### src/rtl/pimq_pkg.sv
// Package for the piezo impact qualifier: field widths, register map,
// configuration and item types shared by all rtl/ files. No dependencies.
package pimq_pkg;

  // Fixed field widths
  localparam int unsigned SAMPLE_W   = 12;
  localparam int unsigned EDGE_W     = 16;
  localparam int unsigned MS_W       = 16;
  localparam int unsigned MODE_W     = 2;
  localparam int unsigned CFG_ADDR_W = 5;
  localparam int unsigned CFG_DATA_W = 32;

  // Default time width
  localparam int unsigned TIME_BITS_DEFAULT = 32;

  // Saturation value of the edge total
  localparam logic [EDGE_W-1:0] EDGE_MAX = '1;

  // Reset values of the configuration registers
  localparam logic [SAMPLE_W-1:0] HIT_THR_RST     = 12'd1200;
  localparam logic [SAMPLE_W-1:0] REARM_THR_RST   = 12'd400;
  localparam logic [MS_W-1:0]     WINDOW_RST      = 16'd20;
  localparam logic [EDGE_W-1:0]   MIN_EDGES_RST   = 16'd1;
  localparam logic [MS_W-1:0]     COOLDOWN_RST    = 16'd250;
  localparam logic [MS_W-1:0]     REARM_CHECK_RST = 16'd10;
  localparam logic [MS_W-1:0]     REARM_STAB_RST  = 16'd80;
  localparam logic [MODE_W-1:0]   MODE_RST        = 2'd3;

  // Register map, word index (byte address / 4)
  typedef enum logic [2:0] {
    REG_HIT_THR     = 3'd0,
    REG_REARM_THR   = 3'd1,
    REG_WINDOW      = 3'd2,
    REG_MIN_EDGES   = 3'd3,
    REG_COOLDOWN    = 3'd4,
    REG_REARM_CHECK = 3'd5,
    REG_REARM_STAB  = 3'd6,
    REG_MODE        = 3'd7
  } reg_idx_e;

  // Sensor mode bits
  localparam int unsigned MODE_ANALOG_BIT  = 0;
  localparam int unsigned MODE_DIGITAL_BIT = 1;

  typedef struct packed {
    logic [SAMPLE_W-1:0] hit_thr;
    logic [SAMPLE_W-1:0] rearm_thr;
    logic [MS_W-1:0]     window_ms;
    logic [EDGE_W-1:0]   min_edges;
    logic [MS_W-1:0]     lockout_ms;
    logic [MS_W-1:0]     rearm_check_ms;
    logic [MS_W-1:0]     quiet_hold_ms;
    logic [MODE_W-1:0]   sensor_mode;
  } cfg_t;

  // Input item without its time field
  typedef struct packed {
    logic [SAMPLE_W-1:0] analog_sample;
    logic [EDGE_W-1:0]   edge_count;
    logic                comparator_level;
    logic                blocked;
  } in_item_t;

  // Result item
  typedef struct packed {
    logic                hit;
    logic [SAMPLE_W-1:0] hit_peak;
    logic [EDGE_W-1:0]   hit_edges;
    logic                is_armed;
    logic                capturing;
    logic                locked_out;
  } res_item_t;

endpackage

### src/rtl/pimq_cfg.sv
// Configuration register file of the piezo impact qualifier, APB-style port.
// Depends on pimq_pkg.
module pimq_cfg (
  input  logic                               clk_i,
  input  logic                               rst_ni,
  input  logic                               psel,
  input  logic                               penable,
  input  logic                               pwrite,
  input  logic [pimq_pkg::CFG_ADDR_W-1:0]    paddr,
  input  logic [pimq_pkg::CFG_DATA_W-1:0]    pwdata,
  output logic [pimq_pkg::CFG_DATA_W-1:0]    prdata,
  output logic                               pready,
  output pimq_pkg::cfg_t                     cfg_o
);

  pimq_pkg::cfg_t   cfg_q;
  pimq_pkg::reg_idx_e idx;
  logic             wr_en;

  assign pready = 1'b1;
  assign idx    = pimq_pkg::reg_idx_e'(paddr[4:2]);
  assign wr_en  = psel & penable & pwrite & pready;
  assign cfg_o  = cfg_q;

  // register writes
  always_ff @(posedge clk_i or negedge rst_ni) begin
    if (!rst_ni) begin
      cfg_q.hit_thr         <= pimq_pkg::HIT_THR_RST;
      cfg_q.rearm_thr       <= pimq_pkg::REARM_THR_RST;
      cfg_q.window_ms       <= pimq_pkg::WINDOW_RST;
      cfg_q.min_edges       <= pimq_pkg::MIN_EDGES_RST;
      cfg_q.lockout_ms      <= pimq_pkg::COOLDOWN_RST;
      cfg_q.rearm_check_ms  <= pimq_pkg::REARM_CHECK_RST;
      cfg_q.quiet_hold_ms   <= pimq_pkg::REARM_STAB_RST;
      cfg_q.sensor_mode     <= pimq_pkg::MODE_RST;
    end else if (wr_en) begin
      case (idx)
        pimq_pkg::REG_HIT_THR:     cfg_q.hit_thr         <= pwdata[pimq_pkg::SAMPLE_W-1:0];
        pimq_pkg::REG_REARM_THR:   cfg_q.rearm_thr       <= pwdata[pimq_pkg::SAMPLE_W-1:0];
        pimq_pkg::REG_WINDOW:      cfg_q.window_ms       <= pwdata[pimq_pkg::MS_W-1:0];
        pimq_pkg::REG_MIN_EDGES:   cfg_q.min_edges       <= pwdata[pimq_pkg::EDGE_W-1:0];
        pimq_pkg::REG_COOLDOWN:    cfg_q.lockout_ms      <= pwdata[pimq_pkg::MS_W-1:0];
        pimq_pkg::REG_REARM_CHECK: cfg_q.rearm_check_ms  <= pwdata[pimq_pkg::MS_W-1:0];
        pimq_pkg::REG_REARM_STAB:  cfg_q.quiet_hold_ms   <= pwdata[pimq_pkg::MS_W-1:0];
        pimq_pkg::REG_MODE:        cfg_q.sensor_mode     <= pwdata[pimq_pkg::MODE_W-1:0];
        default: ;
      endcase
    end
  end

  // read back
  always_comb begin
    prdata = '0;
    case (idx)
      pimq_pkg::REG_HIT_THR:     prdata = pimq_pkg::CFG_DATA_W'(cfg_q.hit_thr);
      pimq_pkg::REG_REARM_THR:   prdata = pimq_pkg::CFG_DATA_W'(cfg_q.rearm_thr);
      pimq_pkg::REG_WINDOW:      prdata = pimq_pkg::CFG_DATA_W'(cfg_q.window_ms);
      pimq_pkg::REG_MIN_EDGES:   prdata = pimq_pkg::CFG_DATA_W'(cfg_q.min_edges);
      pimq_pkg::REG_COOLDOWN:    prdata = pimq_pkg::CFG_DATA_W'(cfg_q.lockout_ms);
      pimq_pkg::REG_REARM_CHECK: prdata = pimq_pkg::CFG_DATA_W'(cfg_q.rearm_check_ms);
      pimq_pkg::REG_REARM_STAB:  prdata = pimq_pkg::CFG_DATA_W'(cfg_q.quiet_hold_ms);
      pimq_pkg::REG_MODE:        prdata = pimq_pkg::CFG_DATA_W'(cfg_q.sensor_mode);
      default:                   prdata = '0;
    endcase
  end

endmodule

### src/rtl/pimq_core.sv
// Qualifier state and per-tick decision logic: capture window, hit decision,
// lockout and re-arm checks. Depends on pimq_pkg.
module pimq_core #(
  parameter int unsigned TIME_BITS = pimq_pkg::TIME_BITS_DEFAULT
) (
  input  logic                 clk_i,
  input  logic                 rst_ni,
  input  logic                 en_i,
  input  pimq_pkg::cfg_t       cfg_i,
  input  logic [TIME_BITS-1:0] time_i,
  input  pimq_pkg::in_item_t   item_i,
  output pimq_pkg::res_item_t  res_o
);

  localparam int unsigned SW = pimq_pkg::SAMPLE_W;
  localparam int unsigned EW = pimq_pkg::EDGE_W;

  // State
  logic                 open_q,      open_d;
  logic [TIME_BITS-1:0] start_q,     start_d;
  logic [SW-1:0]        peak_q,      peak_d;
  logic [EW-1:0]        total_q,     total_d;
  logic                 by_edges_q,  by_edges_d;
  logic                 armed_q,     armed_d;
  logic                 qvalid_q,    qvalid_d;
  logic [TIME_BITS-1:0] qsince_q,    qsince_d;
  logic [TIME_BITS-1:0] lastchk_q,   lastchk_d;
  logic [TIME_BITS-1:0] lockend_q,   lockend_d;

  // Working signals
  logic                 has_ao, has_do;
  logic [SW-1:0]        sample;
  logic [EW-1:0]        edges;
  logic                 level;
  logic [EW:0]          sum;
  logic [EW-1:0]        tot1;
  logic [SW-1:0]        peak1;
  logic [TIME_BITS-1:0] win_el, chk_el, q_el, lock_d, cool;
  logic                 close, qual, hit;
  logic                 locked_old, locked_new, chk_due, quiet, chk;

  always_comb begin
    has_ao = cfg_i.sensor_mode[pimq_pkg::MODE_ANALOG_BIT];
    has_do = cfg_i.sensor_mode[pimq_pkg::MODE_DIGITAL_BIT];
    sample = has_ao ? item_i.analog_sample : '0;
    edges  = has_do ? item_i.edge_count : '0;
    level  = has_do & item_i.comparator_level;

    // window accumulation, saturating edge total
    sum   = {1'b0, total_q} + {1'b0, edges};
    tot1  = sum[EW] ? pimq_pkg::EDGE_MAX : sum[EW-1:0];
    peak1 = (sample > peak_q) ? sample : peak_q;

    // lockout test at this tick, before any new hit
    lock_d     = lockend_q - time_i;
    locked_old = (lock_d != '0) && !lock_d[TIME_BITS-1];

    // window close and hit decision
    win_el = time_i - start_q;
    close  = open_q && (win_el >= TIME_BITS'(cfg_i.window_ms));
    qual   = (by_edges_q && (tot1 >= cfg_i.min_edges)) ||
             (has_ao && (peak1 >= cfg_i.hit_thr));
    hit    = close && qual && !item_i.blocked && !locked_old;

    // a hit sets lockout_end to now + cooldown, so the difference is cooldown
    cool       = TIME_BITS'(cfg_i.lockout_ms);
    locked_new = hit ? ((cool != '0) && !cool[TIME_BITS-1]) : locked_old;

    open_d     = open_q && !close;
    start_d    = start_q;
    peak_d     = open_q ? peak1 : peak_q;
    total_d    = open_q ? tot1 : total_q;
    by_edges_d = open_q ? (by_edges_q && !close) : by_edges_q;
    armed_d    = armed_q && !hit;
    qvalid_d   = qvalid_q && !hit;
    qsince_d   = qsince_q;
    lastchk_d  = hit ? time_i : lastchk_q;
    lockend_d  = hit ? (time_i + cool) : lockend_q;

    // periodic quiet check while disarmed
    chk_el  = time_i - lastchk_q;
    chk_due = hit ? (cfg_i.rearm_check_ms == '0)
                  : (chk_el >= TIME_BITS'(cfg_i.rearm_check_ms));
    chk     = !armed_d && !locked_new && chk_due;
    if (has_ao) begin
      quiet = sample < cfg_i.rearm_thr;
    end else if (has_do) begin
      quiet = !level;
    end else begin
      quiet = 1'b1;
    end
    q_el = time_i - qsince_q;
    if (chk) begin
      lastchk_d = time_i;
      if (!quiet) begin
        qvalid_d = 1'b0;
      end else if (!qvalid_d) begin
        qvalid_d = 1'b1;
        qsince_d = time_i;
      end else if (q_el >= TIME_BITS'(cfg_i.quiet_hold_ms)) begin
        armed_d  = 1'b1;
        qvalid_d = 1'b0;
      end
    end

    // open a new window
    if (!item_i.blocked && !open_d && armed_d && !locked_new &&
        ((edges != '0) || (has_ao && (sample >= cfg_i.hit_thr)))) begin
      open_d     = 1'b1;
      start_d    = time_i;
      peak_d     = sample;
      total_d    = edges;
      by_edges_d = (edges != '0);
    end

    // result; an empty peak without analog sensor reports the threshold
    res_o.hit        = hit;
    res_o.hit_peak   = hit ? (((peak1 == '0) && !has_ao) ? cfg_i.hit_thr : peak1) : '0;
    res_o.hit_edges  = hit ? tot1 : '0;
    res_o.is_armed   = armed_d;
    res_o.capturing  = open_d;
    res_o.locked_out = locked_new;
  end

  // state update once per tick
  always_ff @(posedge clk_i or negedge rst_ni) begin
    if (!rst_ni) begin
      open_q     <= 1'b0;
      start_q    <= '0;
      peak_q     <= '0;
      total_q    <= '0;
      by_edges_q <= 1'b0;
      armed_q    <= 1'b1;
      qvalid_q   <= 1'b0;
      qsince_q   <= '0;
      lastchk_q  <= '0;
      lockend_q  <= '0;
    end else if (en_i) begin
      open_q     <= open_d;
      start_q    <= start_d;
      peak_q     <= peak_d;
      total_q    <= total_d;
      by_edges_q <= by_edges_d;
      armed_q    <= armed_d;
      qvalid_q   <= qvalid_d;
      qsince_q   <= qsince_d;
      lastchk_q  <= lastchk_d;
      lockend_q  <= lockend_d;
    end
  end

endmodule

### src/rtl/piezo_impact_qualifier_unit.sv
// Top level of the piezo impact qualifier: stream channels, input and result
// registers, configuration port. Depends on pimq_pkg, pimq_cfg, pimq_core.
//
// Usage:
//   One input item is one sample tick on the slave stream (s_axis_*): time,
//   analog sample, edge count and comparator level in tdata, the blocked
//   flag in tuser. Every tick yields exactly one result item on the master
//   stream (m_axis_*): hit flag in tuser, peak, edges and status in tdata.
//   An accepted item is held in the input register, evaluated against the
//   qualifier state, and its result is captured in the result register.
//   Throughput: one item per cycle unless stalled; the whole decision is one
//   pass of compare and add logic between the input register and the result
//   register, with the qualifier state updated as the item moves on.
//   When the receiver stalls, the result register holds and the input
//   register takes one more item; then s_axis_tready drops until the
//   result is taken. Nothing is dropped or repeated.
//   Reset (rst_ni low) empties both registers, loads the default register
//   values and returns the qualifier to armed and idle, lockout end at zero.
//   Registers are written over the APB-style port at byte address 4*index,
//   which the user must do only while no item is in flight (not enforced).
module piezo_impact_qualifier_unit #(
  parameter int unsigned TIME_BITS = pimq_pkg::TIME_BITS_DEFAULT
) (
  input  logic                            clk_i,
  input  logic                            rst_ni,
  // tdata: time_ms, analog_sample, edge_count, comparator_level, zero pad
  input  logic                            s_axis_tvalid,
  output logic                            s_axis_tready,
  input  logic [((TIME_BITS + pimq_pkg::SAMPLE_W + pimq_pkg::EDGE_W + 1 + 7) / 8) * 8 - 1:0]
                                          s_axis_tdata,
  // tuser: blocked
  input  logic [0:0]                      s_axis_tuser,
  output logic                            m_axis_tvalid,
  input  logic                            m_axis_tready,
  // tdata: hit_peak, hit_edges, is_armed, capturing, locked_out, zero pad
  output logic [((pimq_pkg::SAMPLE_W + pimq_pkg::EDGE_W + 3 + 7) / 8) * 8 - 1:0]
                                          m_axis_tdata,
  // tuser: hit
  output logic [0:0]                      m_axis_tuser,
  input  logic                            psel,
  input  logic                            penable,
  input  logic                            pwrite,
  input  logic [pimq_pkg::CFG_ADDR_W-1:0] paddr,
  input  logic [pimq_pkg::CFG_DATA_W-1:0] pwdata,
  output logic [pimq_pkg::CFG_DATA_W-1:0] prdata,
  output logic                            pready
);

  localparam int unsigned SW    = pimq_pkg::SAMPLE_W;
  localparam int unsigned EW    = pimq_pkg::EDGE_W;
  localparam int unsigned OUT_W = SW + EW + 3;
  localparam int unsigned OUT_TDATA_W = ((OUT_W + 7) / 8) * 8;

  pimq_pkg::cfg_t      cfg;
  pimq_pkg::in_item_t  item_in, item_q;
  pimq_pkg::res_item_t res, res_q;
  logic [TIME_BITS-1:0] time_q;
  logic                 in_valid_q, in_valid_d;
  logic                 out_valid_q, out_valid_d;
  logic                 adv, s_acc;

  pimq_cfg u_cfg (
    .clk_i   (clk_i),
    .rst_ni  (rst_ni),
    .psel    (psel),
    .penable (penable),
    .pwrite  (pwrite),
    .paddr   (paddr),
    .pwdata  (pwdata),
    .prdata  (prdata),
    .pready  (pready),
    .cfg_o   (cfg)
  );

  // unpack the incoming item
  assign item_in.analog_sample    = s_axis_tdata[TIME_BITS +: SW];
  assign item_in.edge_count       = s_axis_tdata[TIME_BITS + SW +: EW];
  assign item_in.comparator_level = s_axis_tdata[TIME_BITS + SW + EW];
  assign item_in.blocked          = s_axis_tuser[0];

  // handshake: the stage moves when the result register is free or drained
  assign adv           = in_valid_q && (!out_valid_q || m_axis_tready);
  assign s_axis_tready = !in_valid_q || adv;
  assign s_acc         = s_axis_tvalid && s_axis_tready;
  assign in_valid_d    = s_acc || (in_valid_q && !adv);
  assign out_valid_d   = adv || (out_valid_q && !m_axis_tready);

  pimq_core #(
    .TIME_BITS (TIME_BITS)
  ) u_core (
    .clk_i  (clk_i),
    .rst_ni (rst_ni),
    .en_i   (adv),
    .cfg_i  (cfg),
    .time_i (time_q),
    .item_i (item_q),
    .res_o  (res)
  );

  // valid flags
  always_ff @(posedge clk_i or negedge rst_ni) begin
    if (!rst_ni) begin
      in_valid_q  <= 1'b0;
      out_valid_q <= 1'b0;
    end else begin
      in_valid_q  <= in_valid_d;
      out_valid_q <= out_valid_d;
    end
  end

  // input register
  always_ff @(posedge clk_i) begin
    if (s_acc) begin
      time_q <= s_axis_tdata[TIME_BITS-1:0];
      item_q <= item_in;
    end
  end

  // result register
  always_ff @(posedge clk_i) begin
    if (adv) begin
      res_q <= res;
    end
  end

  assign m_axis_tvalid = out_valid_q;
  assign m_axis_tuser  = res_q.hit;
  assign m_axis_tdata  = OUT_TDATA_W'({res_q.locked_out, res_q.capturing, res_q.is_armed,
                                       res_q.hit_edges, res_q.hit_peak});

endmodule

### config.mk
export PLATFORM = sky130hd
export DESIGN_NAME = piezo_impact_qualifier_unit
export DESIGN_NICKNAME = d
export VERILOG_FILES = /design/src/rtl/pimq_pkg.sv /design/src/rtl/pimq_cfg.sv /design/src/rtl/pimq_core.sv /design/src/rtl/piezo_impact_qualifier_unit.sv
export SDC_FILE = /design/constraint.sdc
export NUM_CORES = 1
export LEC_CHECK = 0
export ABC_AREA = 0
export BUFFER_PORTS_ARGS = -buffer_cell sky130_fd_sc_hd__clkbuf_2
export CELL_PAD_IN_SITES_DETAIL_PLACEMENT = 1
export CELL_PAD_IN_SITES_GLOBAL_PLACEMENT = 2
export CORE_ASPECT_RATIO = 1.75
export CORE_MARGIN = 4
export CORE_UTILIZATION = 30
export DETAILED_ROUTE_END_ITERATION = 16
export GPL_ROUTABILITY_DRIVEN = 0
export PLACE_DENSITY_LB_ADDON = 0.1
export REMOVE_ABC_BUFFERS = 1
export SYNTH_ARGS = -nofsm -noshare
export SYNTH_HDL_FRONTEND = slang
export SYNTH_SLANG_ARGS = --single-unit
### constraint.sdc
create_clock -name clk_i -period 7.3 [get_ports clk_i]
set_clock_uncertainty 0.2 [all_clocks]
set_input_delay 1.46 -clock clk_i [delete_from_list [all_inputs] [get_ports clk_i]]
set_output_delay 1.46 -clock clk_i [all_outputs]
set_load 0.01 [all_outputs]
Yosys cells after proc, flatten, opt, wreduce, memory -nomap -nowiden
Cells that the tools add are included.
{"block": "classes", "n_mul": 0, "order_cmp": 8, "div_mod_pow": 0, "n_mux": 27, "bitwise": 4, "n_shift": 0, "add_sub_neg": 6, "reduce_logical": 64, "n_eq_ne": 7}
{"operator": "one-hot mux 32 bit (8 select lines)", "n": 1}
{"operator": "subtractor 32 bit", "n": 4}
{"operator": ">= comparator 32 x 16 -> 1 bit", "n": 3}
{"operator": "two-way mux 16 bit", "n": 4}
{"operator": "two-way mux 32 bit", "n": 2}
{"operator": "two-way mux 12 bit", "n": 5}
{"operator": "adder 32 x 16 -> 32 bit", "n": 1}
{"operator": "nonzero test 16 bit", "n": 2}
{"operator": "nonzero test 32 bit", "n": 1}
{"operator": ">= comparator 12 bit", "n": 2}
{"operator": "AND reduction 2 bit", "n": 12}
{"operator": "logical AND 1 bit", "n": 23}
{"operator": "adder 16 x 16 -> 17 bit", "n": 1}
{"operator": ">= comparator 16 bit", "n": 1}
{"operator": "zero test 16 bit", "n": 1}
{"operator": "two-way mux 1 bit", "n": 15}
{"operator": "zero test 1 bit", "n": 14}
{"operator": "== test 3 bit (second input constant)", "n": 4}
{"operator": "greater-than comparator 12 bit", "n": 1}
{"operator": "zero test 12 bit", "n": 1}
{"operator": "less-than comparator 12 bit", "n": 1}
{"operator": "== test 3 x 2 -> 1 bit (second input constant)", "n": 2}
{"operator": "logical OR 1 bit", "n": 6}
{"operator": "AND reduction 4 bit", "n": 1}
{"operator": "5 further kinds", "n": 8}
{"block": "totals", "mem_bits_ro": 0, "mem_bits_rw": 0, "output_inout_bits": 68, "latch_bits": 0, "regBits": 362, "mem_count": 0}

Longest topological paths before layout
Gate-level depths: netlist of run 1.
{"block": "logic_depth", "word_depth": 20, "mapped_depth": 30, "depth_no_buf": 27}

Cells and area by module
From an unflattened synthesis of run 1, not the netlist that was laid out.
{"block": "unflattened", "cells_unflattened": 2958, "hier_area_um2": 27318.7}
{"mod": "pimq_core", "area_per_inst_um2": 19264.7, "cells_each": 2478, "instances": 1, "seq_area_each_um2": 4005.1}
{"mod": "pimq_cfg", "area_per_inst_um2": 5116.2, "cells_each": 376, "instances": 1, "seq_area_each_um2": 2680.1}
{"mod": "piezo_impact_qualifier_unit", "area_per_inst_um2": 2937.8, "cells_each": 104, "instances": 1, "seq_area_each_um2": 2872.8}

Least setup slack after synthesis of run 1
Ideal clock, no wire load.
{"block": "synth_path", "kind": "register to register", "start": "register u_cfg.cfg_q, in the netlist u_cfg.cfg_o[1]", "end": "register u_core.peak_q[10]", "n_path_buf": 3, "arrival_time_ns": 6.650, "path_stages_with_launch": 29, "path_slack_ns": 0.325, "cell_sequence": "dfstp_2 -> clkbuf_1 -> and2_1 -> ha_1 -> a21o_1 -> a21oi_1 -> o21bai_1 -> a21oi_1 -> o21bai_1 -> a211oi_1 -> o21bai_1 -> a41oi_1 -> o21ai_0 -> clkbuf_1 -> or2_2 -> ha_1 -> a21o_1 -> a21o_1 -> a21oi_1 -> o21ai_0 -> nand3_1 -> a211o_1 -> a311oi_1 -> inv_1 -> or4_1 -> a2111oi_4 -> o31ai_2 -> buf_4 -> mux2_4"}
{"block": "synth_between", "elab_chain_len": 20, "word_cells_on_any_way": 34, "cone_classes": "add/sub (1); order compare (1); mux (11); bitwise (1); reduce/logical (20)"}
{"item": "start: declaration", "line_no": "pimq_cfg.sv:16", "text": "pimq_pkg::cfg_t cfg_q;"}
{"item": "two-way mux 16 bit *", "line_no": "pimq_core.sv:46", "text": "edges = has_do ? item_i.edge_count : '0;"}
{"item": "adder 16 x 16 -> 17 bit *", "line_no": "pimq_core.sv:50", "text": "sum = {1'b0, total_q} + {1'b0, edges};"}
{"item": "two-way mux 16 bit *", "line_no": "pimq_core.sv:51", "text": "tot1 = sum[EW] ? pimq_pkg::EDGE_MAX : sum[EW-1:0];"}
{"item": "net u_core.tot1[1]", "line_no": "pimq_core.sv:36", "text": "logic [EW-1:0] tot1;"}
{"item": ">= comparator 16 bit *", "line_no": "pimq_core.sv:61", "text": "qual = (by_edges_q && (tot1 >= cfg_i.min_edges)) ||"}
{"item": "logical AND 1 bit *", "line_no": "pimq_core.sv:61"}
{"item": "logical OR 1 bit *", "line_no": "pimq_core.sv:61"}
{"item": "logical AND 1 bit * (3 in series)", "line_no": "pimq_core.sv:63", "text": "hit = close && qual && !item_i.blocked && !locked_old;"}
{"item": "(+2 left out)"}
{"item": "two-way mux 1 bit or zero test 1 bit (tied branches)", "line_no": "pimq_core.sv:100, pimq_core.sv:84"}
{"item": "two-way mux 1 bit or logical AND 1 bit (tied branches)", "line_no": "pimq_core.sv:97, pimq_core.sv:84"}
{"item": "two-way mux 1 bit or logical AND 1 bit (tied branches)", "line_no": "pimq_core.sv:95, pimq_core.sv:84"}
{"item": "two-way mux 1 bit", "line_no": "pimq_core.sv:93", "text": "if (chk) begin"}
{"item": "logical AND 1 bit", "line_no": "pimq_core.sv:107", "text": "if (!item_i.blocked && !open_d && armed_d && !locked_new &&"}
{"item": "logical AND 1 bit * (2 in series)", "line_no": "pimq_core.sv:107"}
{"item": "nonzero test 2 bit (no line)"}
{"item": "AND reduction 2 bit (no line)"}
{"item": "end signal: assignment", "line_no": "pimq_core.sv:141", "text": "peak_q <= peak_d;"}
{"item": "end: declaration", "line_no": "pimq_core.sv:21", "text": "logic [SW-1:0] peak_q, peak_d;"}
Mark *: on every way through the listed nets, which the timed path passes. The rest lies on a longest branch.
A chain may end at the register's enable or synchronous reset.

Worst setup path after layout of run 1
{"block": "layout_path", "start": "register time_q[0]", "end": "register u_core.start_q[31]"}
{"block": "layout_between", "elab_chain_len": 16, "word_cells_on_any_way": 36, "cone_classes": "add/sub (4); order compare (3); mux (6); reduce/logical (23)"}
{"item": "start: declaration", "line_no": "piezo_impact_qualifier_unit.sv:57", "text": "logic [TIME_BITS-1:0] time_q;"}
{"item": "start signal: assignment", "line_no": "piezo_impact_qualifier_unit.sv:114", "text": "time_q <= s_axis_tdata[TIME_BITS-1:0];"}
{"item": "subtractor 32 bit", "line_no": "pimq_core.sv:59", "text": "win_el = time_i - start_q;"}
{"item": ">= comparator 32 x 16 -> 1 bit", "line_no": "pimq_core.sv:60", "text": "close = open_q && (win_el >= TIME_BITS'(cfg_i.window_ms));"}
{"item": "logical AND 1 bit", "line_no": "pimq_core.sv:60"}
{"item": "logical AND 1 bit (3 in series)", "line_no": "pimq_core.sv:63"}
{"item": "zero test 1 bit", "line_no": "pimq_core.sv:74, pimq_core.sv:75"}
{"item": "logical AND 1 bit", "line_no": "pimq_core.sv:74", "text": "armed_d = armed_q && !hit;"}
{"item": "two-way mux 1 bit or zero test 1 bit (tied branches)", "line_no": "pimq_core.sv:100, pimq_core.sv:84"}
{"item": "two-way mux 1 bit or logical AND 1 bit (tied branches)", "line_no": "pimq_core.sv:97, pimq_core.sv:84"}
{"item": "two-way mux 1 bit or logical AND 1 bit (tied branches)", "line_no": "pimq_core.sv:95, pimq_core.sv:84"}
{"item": "two-way mux 1 bit", "line_no": "pimq_core.sv:93"}
{"item": "logical AND 1 bit", "line_no": "pimq_core.sv:107"}
{"item": "logical AND 1 bit * (2 in series)", "line_no": "pimq_core.sv:107"}
{"item": "AND reduction 2 bit (no line) *"}
{"item": "end signal: assignment", "line_no": "pimq_core.sv:140", "text": "start_q <= start_d;"}
{"item": "end: declaration", "line_no": "pimq_core.sv:20", "text": "logic [TIME_BITS-1:0] start_q, start_d;"}
Every way passes the cells marked *; elsewhere a longest branch is shown, timed or not.

==> metrics, run 1 <==
status=complete, no violations; Comb power frac=57.7%; Worst-Margin Slew=approximately 1.2 ns; Wirelength per Cell=~25 um; Max Cap Viol=0; CP max FO=9; Slew headroom=between 20% and 30%; met2 wire length=just over 60 mm; die area=95200 um2; final hold vios=0; Remaining DRCs=0; switching share of power=46.3%; vias in the first global route=25552; ys flop type=dfrtp_1; R2R cell count=23; initial cell density of the core=a little under a third; buffers added on ports=~140; total track usage=between 20 and 25%; clock-pin slew on the worst setup and hold paths=approximately 0.06 ns; Ys Warns=0; DP HPWL=85.6 mm; Clock power frac=approximately 18%; EDFF count, synth=between 90 and 100; CP bufs+invs=3; Layout Nets=between 3000 and 4000; largest stage delay on the critical path=around 0.55 ns; worst-case clock buffer depth=3; antenna-violating nets left=0; crit path DAT=between 7 and 8 ns; Die Y=just over 400 um; Lkg Pwr=around 14 nW; WL final=107 mm; io pins=between 150 and 200; filler instances=about 10000; Seq cells post-synth=around 360; CP Data Required Time=7.59 ns; NetSw=about 5.8 mW; asr flop ratio synth=around three quarters; H-tree depth=2; Max VDD drop=about 0.19 mV; total grt overflow=0; top cell family by delay on the critical path=compound AO/OA/AOI/OAI gates; CTS Root Cell=clkbuf_16; fmax=between 100 and 150 MHz; internal power=6.76 mW; core area=~89000 um2; most frequent cells in the layout=295 x nand2_1, 286 x inv_1, 267 x ha_1; crit end category=flip-flop; path type of the worst min-delay path=flip-flop to flip-flop; PwrDens=~400 nW/um2; final core occ=approximately a third; Post-Synthesis Cells=about 3000; Top Layer Used=met5; sequential share of power=approximately 24%; Setup Crit Path Kind=flip-flop to flip-flop; cell area after synthesis=27000 um2; Seq/Total Area, Yosys=between 30% and 40%; most common cell after layout, fill and taps aside=nand2_1; Num CTS Buffers=44; cts hold-fix bufs=0; die width=approximately 230 um; Skew-Pair Late Insertion Delay=0.61 ns; DRT met1 WL=roughly 41 mm; row count=between 100 and 150; largest net degree at the start of global routing=123; critical path startpoint category=flip-flop; ratio of cells with drive above 1 in the final layout=13.5%; total stage count of the critical path=23; vias=23309; Setup-failing EPs final=0; worst setup margin=~0.32 ns; cell breakdown of the critical path=inv_1, ha_1, nor2b_1, o31ai_1, a211oi_1, o21ai_0, nand2_1, a31oi_1, xnor2_1, ha_1, a221oi_1, o21ai_0, nor4_1, o2111ai_1, or4_1, nor4_2, and3_1, or4_4, a2111oi_4, buf_4, o21ai_4, buf_6, mux2_2; Crit-path slowest cell=o21ai_0; Netlist cell types=slightly above 90; global-route wire length before repair=around 160 mm; DR WL met3=approximately 2.1 mm; initial antenna violation count=4; TritonCTS clock tree=built; TritonRoute pass-1 iters=5; Sink Count=between 300 and 400; RSZ-0062 raised after global routing=no; post-route minimum period=between 6 and 7 ns; Area Growth Syn to Fin=14.5%; DRT iter0 DRCs=about 880; final max-slew violation count=0; DR vias/cell=around 5.4; syn avg cell area=roughly 9.1 um2; Place WS=-0.208 ns; Hold Path Cell Cnt=1; crit share post-route=95.6%
[worst paths after layout]
kind                                                     to  slack [ns]                              from
hold reg to reg            u_core.lockend_q[16]$_DFFE_PN0P_        0.28  u_core.lockend_q[16]$_DFFE_PN0P_
min in group asynchronous   u_core.lastchk_q[1]$_DFFE_PN0P_        0.53                            rst_ni
max in group asynchronous     u_core.total_q[9]$_DFFE_PN0P_        5.10                            rst_ni
hold / removal             u_core.lockend_q[16]$_DFFE_PN0P_        0.28  u_core.lockend_q[16]$_DFFE_PN0P_
setup reg to reg             u_core.start_q[31]$_DFFE_PN0P_        0.32               time_q[0]$_DFFE_PP_
setup / recovery             u_core.start_q[31]$_DFFE_PN0P_        0.32               time_q[0]$_DFFE_PP_
[Yosys cell counts, types with 67 or more instances]
library cell    n  area [um2]
nand2_1       295        1110
inv_1         287        1080
ha_1          267        3340
o21ai_0       246        1230
dfrtp_1       245        6130
a21oi_1       195         976
nor2_1        136         510
mux2i_1       114        1140
edfxtp_1       94        2820
clkbuf_1       78         293
a21o_1         68         510
xnor2_1        67         587
[routing by layer]
| layer | vias to the layer above | global-route usage, % |
|---|---|---|
| li1 | 11052 | - |
| met1 | 11762 | 23.0 |
| met2 | 337 | 44.6 |
| met3 | 154 | 1.96 |
| met4 | 4 | 8.08 |
| met5 | - | 0 |
[power by group through the flow]
stage	Combinational [mW]	Sequential [mW]	Clock, mW
after floorplan	4.83	2.92	0
after global placement	7.05	3.05	0
after detailed placement	7.24	3.06	0
after CTS	7.29	3.04	2.38
after global routing	8.06	3.09	2.45
final	7.26	3.03	2.30
[final cells by class]
cell class | count | area, um2 | share of cell area, %
Multi-Input combinational cell | 2229 | 16000 | 51.7
Sequential cell | 362 | 9560 | 30.9
Tap cell | 1176 | 1470 | 4.75
Timing Repair Buffer | 217 | 1410 | 4.54
Clock buffer | 59 | 1240 | 4.00
Inverter | 289 | 1080 | 3.50
Clock inverter | 23 | 206 | 0.667
Antenna cell | 1 | 2.50 | 0.00808
[logic make-up (layout without fill, tap and decap cells)]
logic type	count (synthesis)	count (layout)	synth area share (%)
other	2	19	0.0278
AOI/OAI and AO/OA	832	832	19.9
and+or+nand+nor	819	819	14.8
buffers and inverters	413	588	6.12
adders and majority gates	273	273	12.8
muxes	187	187	7.73
xor gates and xnor gates	100	100	3.24
DFF	362	362	35.3
[state kept, by name, summed over array words and instances (netlist names), 12 cells and up]
name              count
item_q               30
m_axis_tdata         31
time_q               32
u_cfg.cfg_o         106
u_core.lastchk_q     32
u_core.lockend_q     32
u_core.peak_q        12
u_core.qsince_q      32
u_core.start_q       32
u_core.total_q       16
[stage by stage]
| step | hold WS [ns] | TNS [ns] | area (um2) | power, mW | cells |
|---|---|---|---|---|---|
| after global routing | 0.294 | 0 | 31000 | 13.6 | 4355 |
| after global placement | 0.264 | -4.37 | 29400 | 10.1 | 4261 |
| after detailed placement | 0.271 | -9.27 | 29400 | 10.3 | 4261 |
| after floorplan | 0.253 | -54.99 | 26500 | 7.74 | 2880 |
| after CTS | 0.284 | 0 | 30800 | 12.7 | 4343 |
| final | 0.281 | 0 | 31000 | 12.6 | 4356 |
[repair_timing]
item | in CTS | in global routing
buffers inserted | 0 | 11
pin swaps | 0 | 5
cloned | 0 | 1
gates resized for setup | 5 | 9
endpoints found under the setup margin | 90 | 103
Note: power is estimated with default switching activity, not from simulation.
==> inputs of run 2 (changes only) <==
--- a/config.mk
+++ b/config.mk
@@ -9,13 +9,14 @@
 export BUFFER_PORTS_ARGS = -buffer_cell sky130_fd_sc_hd__clkbuf_2
 export CELL_PAD_IN_SITES_DETAIL_PLACEMENT = 1
 export CELL_PAD_IN_SITES_GLOBAL_PLACEMENT = 2
-export CORE_ASPECT_RATIO = 1.75
+export CORE_ASPECT_RATIO = 2
 export CORE_MARGIN = 4
 export CORE_UTILIZATION = 30
 export DETAILED_ROUTE_END_ITERATION = 16
 export GPL_ROUTABILITY_DRIVEN = 0
 export PLACE_DENSITY_LB_ADDON = 0.1
 export REMOVE_ABC_BUFFERS = 1
+export SKIP_CTS_REPAIR_TIMING = 1
 export SYNTH_ARGS = -nofsm -noshare
 export SYNTH_HDL_FRONTEND = slang
 export SYNTH_SLANG_ARGS = --single-unit
==> metrics, run 2 (synthesized netlist as in run 1, its figures left out) <==
cell breakdown of the critical path=buf_4, fa_1, a211oi_2, o21a_1, a2111oi_4, nor2_1, xnor2_1, ha_1, o21ai_0, o22ai_1, nor4_1, o2111ai_1, or4_1, nor4_2, nand3_1, o211ai_2, a2111oi_4, buf_6, o21ai_4, buf_12, mux2_2; most common cell after layout, fill and taps aside=nand2_1; switching share of power=46.2% (-0.046 points); final max-slew violation count=0 (unchanged); ratio of cells with drive above 1 in the final layout=14.7% (+1.2 points); Layout Nets=3556 (+0.88%); TritonRoute pass-1 iters=5 (unchanged); WL final=115 mm (+7.3%); Lkg Pwr=14.3 nW (+1.3%); post-route minimum period=7.01 ns (+0.0352 ns); CP max FO=6 (-3); crit share post-route=96.0% (+0.48 points); vias in the first global route=26200 (+2.5%); initial cell density of the core=30.3% (about the same); Setup Crit Path Kind=flip-flop to flip-flop; DRT iter0 DRCs=953 (+7.9%); die width=220 um (-6.2%); max reg flops=106 (unchanged); DRT met1 WL=37.9 mm (-6.6%); crit end category=flip-flop; PwrDens=410 nW/um2 (+0.99%); Max VDD drop=0.215 mV (+13%); clock-pin slew on the worst setup and hold paths=0.06 ns (about the same); H-tree depth=2 (unchanged); crit-path most repeated cell=a2111oi_4; Area Growth Syn to Fin=15.6%; CP Data Required Time=7.58 ns (about the same); critical path startpoint category=flip-flop; vias=23781 (+2.0%); filler instances=10336 (+0.0097%); core area=89400 um2 (about the same); Hold Path Cell Cnt=2 (+1); R2R Setup Slk=0.29 ns (-0.04 ns); Crit-path slowest cell=edfxtp_1; total grt overflow=0 (unchanged); Top Layer Used=met5; DP HPWL=95.2 mm (+11%); buffers added on ports=137 (unchanged); Max Cap Viol=0 (unchanged); row count=155 (+6.9%); final core occ=35.0% (+0.35 points); worst-case clock buffer depth=3 (unchanged); status=complete, no violations; total track usage=23.9% (+2.0 points); path type of the worst min-delay path=flip-flop to flip-flop; Die Y=433 um (+6.8%); CTS Root Cell=clkbuf_16; initial antenna violation count=5 (+1); Place WS=-0.0975 ns (+0.111 ns); R2R cell count=21 (-8.7%); Num CTS Buffers=42 (-4.5%); Skew-Pair Late Insertion Delay=0.61 ns (about the same); Wirelength per Cell=26.3 um (+6.6%); crit path DAT=7.29 ns (+0.02 ns); sequential share of power=23.7% (-0.4 points); Comb power frac=58.1% (+0.4 points); antenna-violating nets left=0 (unchanged); worst setup margin=0.289 ns (-0.0352 ns); Setup-failing EPs final=0 (unchanged); DR WL met3=2.65 mm (+27%); global-route wire length before repair=169 mm (+5.8%); Clock power frac=18.2% (about the same); Worst-Margin Slew=1.10 ns (-0.0767 ns); io pins=177 (unchanged); internal power=6.90 mW (+2.1%); largest net degree at the start of global routing=149 (+21%); Multi-input gate area=16000 um2 (about the same); Remaining DRCs=0 (unchanged); largest stage delay on the critical path=0.54 ns (about the same); most frequent cells in the layout=295 x nand2_1, 286 x inv_1, 267 x ha_1; DR vias/cell=5.42 (+1.3%); fmax=143 MHz (-0.50%); met2 wire length=65.9 mm (+9.1%); TritonCTS clock tree=built; NetSw=5.93 mW (+1.9%); RSZ-0062 raised after global routing=no; Sink Count=362 (unchanged); final hold vios=0 (unchanged); register area=9560 um2 (unchanged); die area=95300 um2 (+0.11%); Slew headroom=26.3% (+4.4 points)
## run 2: cell types whose count changed in the layout (fill, tap and decap cells not counted), moves of 4 or more
cell,delta
clkinv_1,-6
clkbuf_1,-7
buf_4,+30
clkinv_2,+4
## run 2: path summary, 6_finish.rpt
kind,to,start
max reg2reg,u_core.start_q[0]$_DFFE_PN0P_,time_q[1]$_DFFE_PP_
max,u_core.start_q[0]$_DFFE_PN0P_,time_q[1]$_DFFE_PP_
max in group asynchronous,m_axis_tvalid$_DFF_PN0_,rst_ni
min reg2reg,u_core.lockend_q[6]$_DFFE_PN0P_,u_core.lockend_q[6]$_DFFE_PN0P_
min,u_core.lockend_q[6]$_DFFE_PN0P_,u_core.lockend_q[6]$_DFFE_PN0P_
min in group asynchronous,u_core.lockend_q[26]$_DFFE_PN0P_,rst_ni
## run 2: metrics by stage
stage | TNS, ns | total power [mW] | std cells | hold WS [ns] | instance area, um2
finish | 0 | 12.8 | 4386 | 0.282 | 31300
global route | 0 | 13.8 | 4384 | 0.311 | 31300
CTS | -2.79 | 12.9 | 4381 | 0.288 | 31200
detailed placement | -1.76 | 10.5 | 4304 | 0.274 | 29700
global placement | 0 | 10.3 | 4304 | 0.264 | 29700
floorplan | -54.99 | 7.74 | 2880 | 0.253 | 26500
## run 2: power groups by stage
stage / sequential (mW) / combinational [mW] / clock (mW)
after floorplan: 2.92 / 4.83 / 0
after global placement: 3.06 / 7.24 / 0
after detailed placement: 3.07 / 7.42 / 0
after CTS: 3.04 / 7.47 / 2.41
after global routing: 3.10 / 8.22 / 2.47
final: 3.04 / 7.45 / 2.34
## run 2: per-layer routing
layer  track usage, %  vias to the layer above
li1                 -                    11105
met1             22.1                    11931
met2             48.2                      487
met3             2.41                      252
met4             14.9                        6
met5                0                        -
## run 2: critical path, delay by kind of cell, from the launching register on
| family | cells | cell delay (ns) |
|---|---|---|
| muxes | 1 | 0.35 |
| and+or+nand+nor | 5 | 1.64 |
| adders and majority gates | 2 | 0.75 |
| xor gates and xnor gates | 1 | 0.17 |
| DFF | 1 | 0.54 |
| AOI/OAI and AO/OA | 9 | 2.59 |
| buffers and inverters | 3 | 0.61 |
## run 2: cell type report
type / instances / share of cell area, %
Timing Repair Buffer: 250 / 5.35
Clock buffer: 52 / 3.77
Clock inverter: 25 / 0.944
Sequential cell: 362 / 30.6
Inverter: 289 / 3.47
Multi-Input combinational cell: 2229 / 51.2
Antenna cell: 2 / 0.0160
Tap cell: 1177 / 4.71
==> inputs of run 3 (changes only) <==
==> constraint.sdc (replaced) <==
create_clock -name clk_i -period 7.2 [get_ports clk_i]
set_clock_uncertainty 0.2 [all_clocks]
set_input_delay 1.44 -clock clk_i [delete_from_list [all_inputs] [get_ports clk_i]]
set_output_delay 1.44 -clock clk_i [all_outputs]
set_load 0.01 [all_outputs]
==> metrics, run 3 (synthesized netlist as in run 1, its figures left out) <==
Wirelength per Cell=26.3 um (about the same); initial antenna violation count=3 (-2); row count=155 (unchanged); WL final=116 mm (+0.45%); Die Y=433 um (unchanged); Max VDD drop=0.350 mV (+62%); PwrDens=414 nW/um2 (+0.99%); DR vias/cell=5.41 (-0.26%); most common cell after layout, fill and taps aside=nand2_1; R2R cell count=25 (+19%); final core occ=35.1% (+0.16 points); die area=95300 um2 (unchanged); Worst setup startpoint=time_q[0]$_DFFE_PP_; crit share post-route=97.4% (+1.4 points); post-route minimum period=7.01 ns (+0.00175 ns); status=complete, no violations; Area Growth Syn to Fin=16.1%; path type of the worst min-delay path=flip-flop to flip-flop; max reg flops=106 (unchanged); Num CTS Buffers=42 (unchanged); Skew-Pair Late Insertion Delay=0.62 ns (about the same); most frequent cells in the layout=295 x nand2_1, 286 x inv_1, 267 x ha_1; H-tree depth=2 (unchanged); filler instances=10320 (-0.15%); Max Cap Viol=0 (unchanged); Lkg Pwr=14.4 nW (+0.51%); die width=220 um (unchanged); buffers added on ports=137 (unchanged); final hold vios=0 (unchanged); DRT iter0 DRCs=925 (-2.9%); TritonRoute pass-1 iters=5 (unchanged); TritonCTS clock tree=built; Worst-Margin Slew=1.15 ns (+0.0511 ns); total track usage=24.1% (+0.21 points); Sink Count=362 (unchanged); io pins=177 (unchanged); largest net degree at the start of global routing=129 (-13%); ratio of cells with drive above 1 in the final layout=15.1% (+0.44 points); total grt overflow=0 (unchanged); vias=23821 (+0.17%); antenna-violating nets left=0 (unchanged); worst setup margin=0.187 ns (-0.102 ns); Layout Nets=3575 (+0.53%); core area=89400 um2 (unchanged); DP HPWL=95.2 mm (about the same); worst r2r dst=u_core.peak_q[6]$_DFFE_PN0P_; Setup-failing EPs final=0 (unchanged); vias in the first global route=26373 (+0.66%); Total Power=13.0 mW (+1.5%); critical path startpoint category=flip-flop; CP max FO=6 (unchanged); Setup Crit Path Kind=flip-flop to flip-flop; worst-case clock buffer depth=3 (unchanged); Remaining DRCs=0 (unchanged); initial cell density of the core=30.3% (unchanged); final max-slew violation count=0 (unchanged); Place WS=-0.362 ns (-0.265 ns); total negative slack=0 ns (unchanged); crit end category=flip-flop; Slew headroom=22.9% (-3.4 points); CTS Root Cell=clkbuf_16; r2r startpoint=time_q[0]$_DFFE_PP_; crit path DAT=7.30 ns (about the same); fmax=143 MHz (about the same); Critical Path End=u_core.peak_q[6]$_DFFE_PN0P_; global-route wire length before repair=171 mm (+0.66%); CP Data Required Time=7.48 ns (-0.10 ns); Hold WS=0.283 ns (+0.000974 ns); clock-pin slew on the worst setup and hold paths=0.06 ns (about the same); R2R Setup Slk=0.19 ns (-0.10 ns)
-- run 3: where the power goes --
part / internal [mW] / leakage (nW) / switching, mW
logic: 2.95 / 9.64 / 4.68
registers: 2.71 / 4.04 / 0.370
clock network: 1.33 / 0.700 / 0.981
total: 6.99 / 14.4 / 6.03
-- run 3: critical path: stages (launching register included) --
cell	delay, ns
edfxtp_1	0.40
inv_1	0.13
ha_1	0.19
inv_1	0.06
fa_1	0.46
a211oi_2	0.45
o21a_1	0.51
a2111oi_4	0.17
nor2_1	0.31
xnor2_1	0.18
ha_1	0.27
o21ai_0	0.27
o22ai_1	0.14
nor4_1	0.28
o2111ai_1	0.16
or4_1	0.45
nor4_2	0.32
and3_1	0.37
buf_4	0.20
o21ai_2	0.08
a2111oi_4	0.30
buf_6	0.18
o31ai_4	0.09
buf_12	0.20
clkbuf_16	0.17
mux2_4	0.31
-- run 3: how the worst min path moves through the flow --
stage                                     startpoint                          endpoint  slack [ns]  cells after the start
CTS                 u_core.lockend_q[12]$_DFFE_PN0P_  u_core.lockend_q[12]$_DFFE_PN0P_        0.29                      2
finish              u_core.lockend_q[12]$_DFFE_PN0P_  u_core.lockend_q[12]$_DFFE_PN0P_        0.28                      2
detailed placement   u_core.lockend_q[5]$_DFFE_PN0P_   u_core.lockend_q[5]$_DFFE_PN0P_        0.27                      2
floorplan           u_core.lockend_q[14]$_DFFE_PN0P_  u_core.lockend_q[14]$_DFFE_PN0P_        0.25                      2
global placement     u_core.lockend_q[4]$_DFFE_PN0P_   u_core.lockend_q[4]$_DFFE_PN0P_        0.27                      2
global route        u_core.lockend_q[13]$_DFFE_PN0P_  u_core.lockend_q[13]$_DFFE_PN0P_        0.32                      2
-- run 3: layout make-up --
cell class,instances,area (um2),area share (%)
clock inverters,17,209,0.665
well taps,1177,1470,4.69
repair buffers,269,1820,5.81
inverters,289,1080,3.45
flip-flops and latches,362,9560,30.4
diodes,1,2.50,0.00797
clock buffers,61,1220,3.90
multi-input cells,2229,16000,51.0
-- run 3: metal layers --
| metal | share of wire, % | track usage (%) | vias to the layer above |
|---|---|---|---|
| met1 | 33 | 22.4 | 11912 |
| met5 | 0.023 | 0 | - |
| met3 | 2.3 | 2.27 | 241 |
| met4 | 7.7 | 14.6 | 4 |
| met2 | 57 | 48.8 | 493 |
| li1 | - | - | 11171 |
-- run 3: per-stage QoR --
step / instances / instance area, um2
floorplan: 2880 / 26500
global placement: 4322 / 29800
detailed placement: 4322 / 29800
CTS: 4400 / 31300
global route: 4404 / 31400
finish: 4405 / 31400
